--- config.mk ---
export PLATFORM = sky130hd
export DESIGN_NAME = bchc_classify
export DESIGN_NICKNAME = d
export VERILOG_FILES = /design/src/rtl/button_click_hold_classifier_macros.svh /design/src/rtl/bchc_pkg.sv /design/src/rtl/bchc_classify.sv
export SDC_FILE = /design/constraint.sdc
export NUM_CORES = 1
export LEC_CHECK = 0
export ABC_AREA = 1
export BUFFER_PORTS_ARGS = -buffer_cell sky130_fd_sc_hd__buf_4
export CORE_AREA = 5 5 156 158
export DETAILED_ROUTE_END_ITERATION = 10
export DIE_AREA = 0 0 161 163
export PLACE_DENSITY = 0.76
export SKIP_LAST_GASP = 1
export SLEW_MARGIN = 15
export SYNTH_ARGS = -nofsm -noshare
export SYNTH_HDL_FRONTEND = slang
export SYNTH_SLANG_ARGS = --single-unit
export TNS_END_PERCENT = 30
--- constraint.sdc ---
create_clock -name vclk -period 11.29
set_clock_uncertainty 0.1 [all_clocks]
set_input_delay 0.5645 -clock vclk [all_inputs]
set_output_delay 0.5645 -clock vclk [all_outputs]
set_load 0.05 [all_outputs]
--- src/rtl/button_click_hold_classifier_macros.svh ---
// assertion helpers shared by the rtl
`ifndef BUTTON_CLICK_HOLD_CLASSIFIER_MACROS_SVH
`define BUTTON_CLICK_HOLD_CLASSIFIER_MACROS_SVH

// same-cycle implication, sampled on clk, off during reset
`define BCHC_ASSERT_SAME(label, ante, cons, msg) \
  label: assert property (@(posedge clk) disable iff (rst) (ante) |-> (cons)) \
    else $error(msg);

// next-cycle implication, sampled on clk, off during reset
`define BCHC_ASSERT_NEXT(label, ante, cons, msg) \
  label: assert property (@(posedge clk) disable iff (rst) (ante) |=> (cons)) \
    else $error(msg);

`endif

--- src/rtl/bchc_pkg.sv ---
`timescale 1ns / 1ps
`default_nettype none

package bchc_pkg;

  // sizes
  localparam int NUM_BUTTONS = 64;
  localparam int BTN_AW      = $clog2(NUM_BUTTONS);
  localparam int INDEX_W     = 6;
  localparam int TIME_W      = 32;
  localparam int CFG_W       = 16;
  localparam int RING_DEPTH  = 4;
  localparam int RING_AW     = 2;

  // ring distance back to the previous release
  localparam logic [RING_AW-1:0] PREV_RELEASE_OFFSET = RING_AW'(2);

  // event codes
  typedef enum logic [2:0] {
    EV_DOWN   = 3'd0,
    EV_UP     = 3'd1,
    EV_CLICK  = 3'd2,
    EV_DOUBLE = 3'd3,
    EV_HOLD   = 3'd4
  } event_code_t;

  // configuration register indexes
  typedef enum logic [1:0] {
    CFG_DOUBLE_CLICK_MS = 2'd0,
    CFG_HOLD_MS         = 2'd1,
    CFG_BASE_ADDRESS    = 2'd2
  } cfg_index_t;

  // input beat
  typedef struct packed {
    logic [INDEX_W-1:0] button_index;
    logic               pressed;
    logic [TIME_W-1:0]  now_ms;
  } sample_t;

  // result beat
  typedef struct packed {
    logic [CFG_W-1:0] button_address;
    logic [2:0]       event_code;
    logic             last_event;
  } result_t;

  // per-button record held in the state memory
  typedef struct packed {
    logic                                down;
    logic [RING_AW-1:0]                  ptr;
    logic [TIME_W-1:0]                   hold_time;
    logic [RING_DEPTH-1:0][TIME_W-1:0]   times;
  } btn_row_t;

  // classifier outcome for one sample
  typedef struct packed {
    logic        wr_en;
    btn_row_t    row;
    logic [1:0]  count;
    event_code_t ev0;
    event_code_t ev1;
  } class_t;

endpackage

`default_nettype wire

--- src/rtl/bchc_classify.sv ---
`timescale 1ns / 1ps
`default_nettype none

module bchc_classify (
  input  wire bchc_pkg::sample_t              sample,
  input  wire bchc_pkg::btn_row_t             row,
  input  wire logic [bchc_pkg::CFG_W-1:0]     double_click_ms,
  input  wire logic [bchc_pkg::CFG_W-1:0]     hold_ms,
  output bchc_pkg::class_t                    cls
);

  localparam int PAD_W = bchc_pkg::TIME_W - bchc_pkg::CFG_W;

  logic [bchc_pkg::RING_AW-1:0] p;
  logic [bchc_pkg::RING_AW-1:0] q;
  logic [bchc_pkg::TIME_W-1:0]  prev;
  logic [bchc_pkg::TIME_W-1:0]  gap;
  logic [bchc_pkg::TIME_W-1:0]  hold_ext;
  logic [bchc_pkg::TIME_W-1:0]  dc_ext;

  assign hold_ext = {{PAD_W{1'b0}}, hold_ms};
  assign dc_ext   = {{PAD_W{1'b0}}, double_click_ms};

  // ring slots: the new change and the release two slots back
  assign p    = row.ptr + bchc_pkg::RING_AW'(1);
  assign q    = p + bchc_pkg::PREV_RELEASE_OFFSET;
  assign prev = row.times[q];
  assign gap  = sample.now_ms - prev;

  // modify the record and pick the events
  always_comb begin
    cls       = '0;
    cls.row   = row;
    cls.ev0   = bchc_pkg::EV_DOWN;
    cls.ev1   = bchc_pkg::EV_CLICK;
    if (sample.pressed != row.down) begin
      cls.wr_en        = 1'b1;
      cls.row.ptr      = p;
      cls.row.times[p] = sample.now_ms;
      cls.row.down     = sample.pressed;
      if (sample.pressed) begin
        cls.ev0           = bchc_pkg::EV_DOWN;
        cls.count         = 2'd1;
        cls.row.hold_time = sample.now_ms + hold_ext;
      end else begin
        cls.ev0   = bchc_pkg::EV_UP;
        cls.count = 2'd2;
        cls.ev1   = ((prev != '0) && (gap < dc_ext)) ? bchc_pkg::EV_DOUBLE
                                                     : bchc_pkg::EV_CLICK;
      end
    end else if (sample.pressed && (sample.now_ms > row.hold_time)) begin
      cls.wr_en         = 1'b1;
      cls.ev0           = bchc_pkg::EV_HOLD;
      cls.count         = 2'd1;
      cls.row.hold_time = row.hold_time + hold_ext;
    end
  end

endmodule

`default_nettype wire

# Word-level counts from Yosys, hierarchy flattened
# Index checks and enable logic that the tools add are counted.
[word_totals]
wordCells = 33
reg_bits = 0
out_inout_bits = 172
[op_classes]
n_addsub = 5
n_reduce_logical = 4
mux = 18
n_eq_ne = 1
magnitude_cmp = 5
[ops]
columns = ["op", "count"]
rows = [
  ["32-bit two-way mux", 5],
  ["128-bit bitwise mux", 1],
  ["128-bit two-way mux", 1],
  ["32-bit by 16-bit adder with 32-bit output", 2],
  ["32-bit binary-select mux with 2-bit select", 1],
  ["32-bit demux with 2-bit select", 1],
  ["32-bit > comparator", 1],
  ["32-bit by 16-bit less-than comparator with 1-bit output", 1],
  ["32-bit nonzero test", 1],
  ["32-bit subtractor", 1],
  ["5-bit two-way mux", 2],
  ["2-bit by 3-bit less-than comparator with 1-bit output (second input constant)", 2],
  ["3-bit two-way mux", 2],
  ["1-bit two-way mux", 4],
  ["4-bit two-way mux", 1],
  ["1-bit logical AND", 3],
  ["2-bit by 1-bit adder with 2-bit output (second input constant)", 1],
  ["2-bit adder (second input constant)", 1],
  ["2-bit by 1-bit greater-or-equal comparator with 1-bit output (second input constant)", 1],
  ["1-bit != test", 1],
]

# Depth between registers and ports, before layout
# Gate-level depths: netlist of run 1.
[depth]
ltp_word = 10
depth_mapped = 28
mapped_depth_nobuf = 24

# Worst setup path before layout of run 1
# OpenSTA, ideal clock, no wires.
[synth_path]
path_type = "input to output"
start = "input port row[160] in the netlist's numbering"
end = "output port cls[0] in the netlist's numbering"
setup_slack_ps = 6166
t_required_ps = 10626
cell_stages = 28
arrival_time_ps = 4459
path_cell_list = "inv_2 > buf_6 > buf_2 > ha_1 > buf_2 > inv_1 > buf_2 > nand3_1 > nand2_1 > inv_1 > ha_1 > fa_1 > inv_1 > nand3_1 > nand3_1 > nand2_1 > nand2_1 > nand2_1 > nand2_1 > xor2_1 > ha_1 > a21oi_1 > o21ai_0 > a211oi_1 > nand4_1 > nor2_1 > nand4_1 > nor3_2"
[synth_lines]
columns = ["item", "line", "source"]
rows = [
  ["start, declared", "bchc_classify.sv:6", "input wire bchc_pkg::btn_row_t row,"],
  ["end, declared", "bchc_classify.sv:9", "output bchc_pkg::class_t cls"],
]

==> reports/qor.log, run 1 <==
[die] Placement Rows 56
[grt] total routing usage reported by global routing 33.3%
[timing] number of setup violations in the final report 0
[worst_hold_path] Worst Hold Path EP cls[15]
[die] Core Region 23,000 sq um
[timing] Sum Neg Setup Slack 0 ns
[worst_hold_path] launch point of the worst hold path row[7]
[grt] global-route wire length before repair 70,700 um
[die] I/O Pins 406
[place] Routability Congestion 1.01
[cells_and_area] antenna diode count 0
[critical_path] startpoint type of the worst setup path input pin
[cells_and_area] utilization after layout 55.7%
[place] DP Wirelength 39,500 um
[logic_synthesis] leading area contributor after synthesis nand2_1
[logic_synthesis] mapped cell area 9680 sq um
[logic_synthesis] combinational family with the most area after synthesis simple AND/OR/NAND/NOR gates
[logic_synthesis] number of instances in the synthesized netlist 1,924
[grt] via count of the first global-routing pass 13,100
[grt] aggregate global routing overflow 0
[critical_path] critical path arrival 5.33 ns
[logic_synthesis] library cell with the highest instance count after synthesis nand2_1
[route] total length of routed wires 47,000 um
[logic_synthesis] arithmetic-cell share of the synthesized area counting full adders, half adders and majority gates 16.0%
[logic_synthesis] number of different library cells in the post-synthesis netlist 48
[cells_and_area] sequential cells 0
[pwr] maximum resistive drop on vdd 0.0000497 V
[timing] Slew Limit Fails 0
[die] height of the chip 163 um
[logic_synthesis] share of synthesized area spent on multiplexers 0%
[timing] Fin. Hold Viols 0
[logic_synthesis] most frequent cells after synthesis 743 x nand2_1, 234 x inv_1, 178 x o21ai_0
[route] number of design-rule violations left by the first detailed-router iteration 1,361
[route] Final ANT Viol Nets 0
[route] routed length per instance 18.4 um
[pwr] power density over the cells 79.6 nW/um^2
[place] total placed instance area 12,800 sq um
[timing] share of the clock period used by the worst path after layout 53.1%
[timing] Final min period 5.99 ns
[logic_synthesis] Yosys warning total 0
[logic_synthesis] Synth Area in Compound Gates 19.2%
[logic_synthesis] Post-Syn Area per Cell 5.03 sq um
[die] Initial Util 42.1%
[pwr] static leakage 7.31 nW
[place] worst setup slack before clock tree synthesis 5.32 ns
[critical_path] required time at the worst-slack endpoint 10.63 ns
[pwr] Total Power Consumption 1.02 mW
[grt] number of antenna violations at the first check in global routing 0
[cells_and_area] Final Net Count 2,631
[route] total DRC errors in the routed layout 0
[timing] post-layout worst setup margin 5.30 ns
[critical_path] Max stage delay on crit path 0.56 ns
[cells_and_area] sequential cell area 0 sq um
[critical_path] Critical Path Sink Type output pin
[critical_path] Slowest cell on crit path buf_4
[grt] largest net degree at the start of global routing 69
[clock_network] Post-CTS Setup Repair Bufs 0
[die] floorplan die width 161 um
[cells_and_area] final design area excluding fillers 12,800 sq um
[logic_synthesis] Synth Area in Simple Gates 47.5%
[timing] peak clock frequency supported by timing 0.167 GHz
[timing] headroom to the max-slew limit 47.7%
[run] max cap viols 0
[logic_synthesis] top cell type's share of synthesized area 28.8%
[route] number of iterations in the first detailed-routing pass 6
[logic_synthesis] cell types with the largest area share after synthesis nand2_1 29%, ha_1 15%, o21ai_0 9.2%, inv_1 9.1%, nand3_1 7.7%
[worst_hold_path] path type of the worst min-delay path in2out
[cells_and_area] layout cell share with drive strength beyond 1 20.1%
[cells_and_area] signed area change from the synthesized netlist to the final layout 32.2%
[logic_synthesis] sequential-to-total area share from yosys stat 0%
[die] Total Die Area 26,200 sq um
[timing] unrepaired setup endpoints after global routing false
[status] outcome complete, no violations
[critical_path] critical path's most frequent cell nand2_1
[worst_hold_path] Cells on Worst Hold Path 4
[route] DR vias 14,100
[place] number of buffers inserted by port buffering 397
[cells_and_area] number of clock buffers in the layout 0
[critical_path] classification of the worst setup path in2out
[logic_synthesis] parity-gate share of the synthesized area counting xor and xnor cells 4.52%
[clock_network] Resized cells post-CTS 0
[timing] transition time at the pin with the least slew margin 0.784 ns
[clock_network] number of buffers added to fix hold violations after cts 0
[critical_path] peak fanout along the critical path 68
[route] vias per std cell 5.49
cell families after synthesis:
logic type               after synthesis
AND/OR/NAND/NOR                     1110
AO/OA/AOI/OAI                        338
buffers and inverters                302
adder cells (fa/ha/maj)              122
XOR/XNOR                              50
other                                  2
worst max-delay path, delay by kind of cell:
family | cells | cell delay, ns
AO/OA/AOI/OAI | 3 | 0.45
AND/OR/NAND/NOR | 12 | 1.50
adder cells (fa/ha/maj) | 4 | 1.15
buffers and inverters | 7 | 1.54
XOR/XNOR | 1 | 0.09
area by class of cell:
| type | instances | area (sq um) |
|---|---|---|
| well taps | 290 | 363 |
| inverters | 243 | 915 |
| multi-input cells | 1623 | 8460 |
| repair buffers | 407 | 3060 |
| fillers | 2496 | 10200 |
cells in the final DEF, fill, tap and decap left out, types with 2 or more instances in the layout:
cell / count
inv_2: 5
nor3_2: 4
a21o_1: 3
o21a_1: 3
nand2_2: 12
nand3_2: 2
or2_0: 2
a31oi_1: 3
nand2_1: 739
nand3_1: 149
clkinv_1: 3
nor2_1: 134
nor4_2: 2
conb_1: 3
a21oi_1: 91
xor2_1: 39
a21oi_2: 2
nor4_1: 3
nand3b_1: 5
o21ai_0: 178
o21bai_1: 6
inv_1: 234
a22oi_1: 4
nor2_2: 11
o21ai_2: 5
buf_4: 407
o21bai_2: 2
fa_1: 3
o21ai_1: 13
xnor2_1: 11
o211ai_1: 19
nor3_1: 21
ha_1: 119
nand4_1: 23
a211oi_1: 3
stage by stage:
stage	hold slack, ns	instances
finish	1.41	2563
global route	1.42	2563
CTS	1.41	2563
detailed placement	1.41	2563
global placement	1.40	2563
floorplan	1.38	1925
power by group:
part           switching (mW)  internal [mW]
Clock                       0              0
Sequential                  0              0
Combinational           0.692          0.326
metal layers:
| layer | global-route usage [%] | vias to the layer above | wire (um) | part of all wire [%] |
|---|---|---|---|---|
| met5 | 0 | - | 0 | 0 |
| met4 | 7.87 | 0 | 1360 | 2.9 |
| met3 | 3.11 | 84 | 4220 | 9.0 |
| met2 | 57.3 | 744 | 21900 | 47 |
| met1 | 45.0 | 6313 | 19500 | 42 |
| li1 | - | 6925 | - | - |
worst max-delay path by stage:
| stage | startpoint | endpoint | cells past startpoint |
|---|---|---|---|
| after floorplan | row[160] | cls[0] | 28 |
| after global placement | row[160] | cls[0] | 27 |
| after detailed placement | row[160] | cls[0] | 27 |
| after CTS | row[160] | cls[0] | 27 |
| after global routing | row[160] | cls[0] | 27 |
| final | row[160] | cls[0] | 27 |
Note: power is estimated with default switching activity, not from simulation.
==> inputs of run 2 (changes only) <==
==> constraint.sdc (replaced) <==
create_clock -name vclk -period 5.94
set_clock_uncertainty 0.1 [all_clocks]
set_input_delay 0.297 -clock vclk [all_inputs]
set_output_delay 0.297 -clock vclk [all_outputs]
set_load 0.05 [all_outputs]
==> run 2 against run 1 <==
Effect of this change: routed wire length rose by 1.7%; count of clock-buffer cells in the layout unchanged; cell count increased by 0.20%; via count is 0.78% higher; critical path depth shrank 1; design area grew 0.39%; hold slack worse by 0.54 ns; first-iteration DRC count up 7.0%; core utilization increased by 0.22 points; highest routed layer unchanged; total power increased by 91%; sequential cell count is the same.
==> reports/qor.log, run 2 (same netlist as run 1, synthesis figures left out) <==
[place] number of buffers inserted by port buffering 397 [unchanged]
[critical_path] Max stage delay on crit path 0.40 ns [-0.16 ns]
[cells_and_area] Final Net Count 2,636 [+0.19%]
[timing] Final Hold Slack 0.870 ns [-0.537 ns]
[worst_hold_path] Cells on Worst Hold Path 4 [unchanged]
[timing] unrepaired setup endpoints after global routing false
[cells_and_area] signed area change from the synthesized netlist to the final layout 32.7%
[route] total length of routed wires 47,900 um [+1.7%]
[worst_hold_path] launch point of the worst hold path row[48]
[die] Core Region 23,000 sq um [unchanged]
[pwr] maximum resistive drop on vdd 0.000104 V [+110%]
[timing] Final min period 4.78 ns
[route] routed length per instance 18.6 um [+1.5%]
[die] Total Die Area 26,200 sq um [unchanged]
[pwr] static leakage 7.34 nW [+0.39%]
[critical_path] critical path's most frequent cell nand2_1
[timing] share of the clock period used by the worst path after layout 80.5%
[route] number of design-rule violations left by the first detailed-router iteration 1,456 [+7.0%]
[grt] via count of the first global-routing pass 13,100 [-0.50%]
[critical_path] startpoint type of the worst setup path input pin
[timing] headroom to the max-slew limit 29.8% [-18 points]
[place] Routability Congestion 0.992 [-1.6%]
[cells_and_area] sequential cells 0 [unchanged]
[worst_hold_path] Worst Hold Path EP cls[56]
[die] Placement Rows 56 [unchanged]
[status] outcome complete, no violations
[timing] Slew Limit Fails 0 [unchanged]
[clock_network] number of buffers added to fix hold violations after cts 0 [unchanged]
[die] Initial Util 42.1% [unchanged]
[timing] Fin. Hold Viols 0 [unchanged]
[route] Final ANT Viol Nets 0 [unchanged]
[cells_and_area] layout cell share with drive strength beyond 1 20.3% [+0.18 points]
[pwr] Clock Power Share 0% [unchanged]
[route] DR vias 14,200 [+0.78%]
[pwr] power density over the cells 152 nW/um^2 [+90%]
[timing] number of setup violations in the final report 0 [unchanged]
[die] height of the chip 163 um [unchanged]
[route] vias per std cell 5.52 [+0.59%]
[critical_path] Slowest cell on crit path fa_1
[place] DP Wirelength 40,800 um [+3.2%]
[timing] transition time at the pin with the least slew margin 1.05 ns [+0.265 ns]
[pwr] switching share of power 67.9% [about the same]
[run] max cap viols 0 [unchanged]
[grt] largest net degree at the start of global routing 68 [-1.4%]
[cells_and_area] sequential cell area 0 sq um [unchanged]
[critical_path] Crit path depth 26 [-3.7%]
[pwr] Reg power frac 0% [unchanged]
[cells_and_area] most common cell after layout, fill and taps aside nand2_1
[grt] aggregate global routing overflow 0 [unchanged]
[grt] number of antenna violations at the first check in global routing 0 [unchanged]
[grt] global-route wire length before repair 72,100 um [+2.0%]
[worst_hold_path] path type of the worst min-delay path in2out
[critical_path] required time at the worst-slack endpoint 5.54 ns [-5.09 ns]
[pwr] P_int 624 uW [+91%]
[die] floorplan die width 161 um [unchanged]
[critical_path] classification of the worst setup path in2out
[die] I/O Pins 406 [unchanged]
[grt] total routing usage reported by global routing 34.2% [+0.89 points]
[route] total DRC errors in the routed layout 0 [unchanged]
[critical_path] crit-path leading delay family simple AND/OR/NAND/NOR gates
[timing] Sum Neg Setup Slack 0 ns [unchanged]
[critical_path] Critical Path Sink Type output pin
[critical_path] Worst Path Buf+Inv 6 [-1]
[timing] peak clock frequency supported by timing 0.209 GHz
[cells_and_area] number of clock buffers in the layout 0 [unchanged]
[cells_and_area] commonest non-fill, non-tap cells in the layout 739 x nand2_1, 411 x buf_4, 234 x inv_1
[critical_path] peak fanout along the critical path 8 [-88%]
[clock_network] Resized cells post-CTS 0 [unchanged]
[pwr] net switching power of the design 1.32 mW [+91%]
[cells_and_area] antenna diode count 0 [unchanged]
[critical_path] critical path arrival 4.38 ns [-0.95 ns]
[pwr] logic gate share of total power 100.0% [about the same]
[route] number of iterations in the first detailed-routing pass 8 [+2]
[clock_network] Post-CTS Setup Repair Bufs 0 [unchanged]
run 2: metal layers:
layer / routed length [um] / up-vias / share of wire, % / GRT usage, %
met5: 0 / - / 0 / 0
met4: 1340 / 0 / 2.8 / 7.37
met3: 4310 / 102 / 9.0 / 4.18
met2: 22100 / 739 / 46 / 58.0
met1: 20100 / 6377 / 42 / 46.6
li1: - / 6958 / - / -
run 2: area by class of cell:
type | instances | area, sq um
fillers | 2511 | 10100
inverters | 243 | 915
multi-input cells | 1623 | 8460
well taps | 290 | 363
repair buffers | 412 | 3110
run 2: worst max path at each step:
stage,start,end,slack [ns]
floorplan,row[160],cls[0],1.35
global placement,row[161],cls[0],1.28
detailed placement,row[161],cls[0],1.22
CTS,row[161],cls[0],1.20
global route,row[161],cls[0],0.77
finish,row[161],cls[0],1.16
run 2: power groups by stage:
stage	Sequential (mW)	Combinational [mW]	Clock, mW
after global routing	0	2.11	0
after global placement	0	1.90	0
after detailed placement	0	1.92	0
after floorplan	0	1.29	0
final	0	1.95	0
after CTS	0	1.93	0
run 2: stage by stage:
stage / setup WS [ns] / instances / util [%] / power, mW / cell area [sq um]
floorplan: 1.35 / 1925 / - / 1.29 / 9680
global placement: 1.28 / 2568 / 55.9 / 1.90 / 12800
detailed placement: 1.22 / 2568 / 55.9 / 1.92 / 12800
CTS: 1.20 / 2568 / 55.9 / 1.93 / 12800
global route: 0.766 / 2568 / 55.9 / 2.11 / 12800
finish: 1.16 / 2568 / 55.9 / 1.95 / 12800
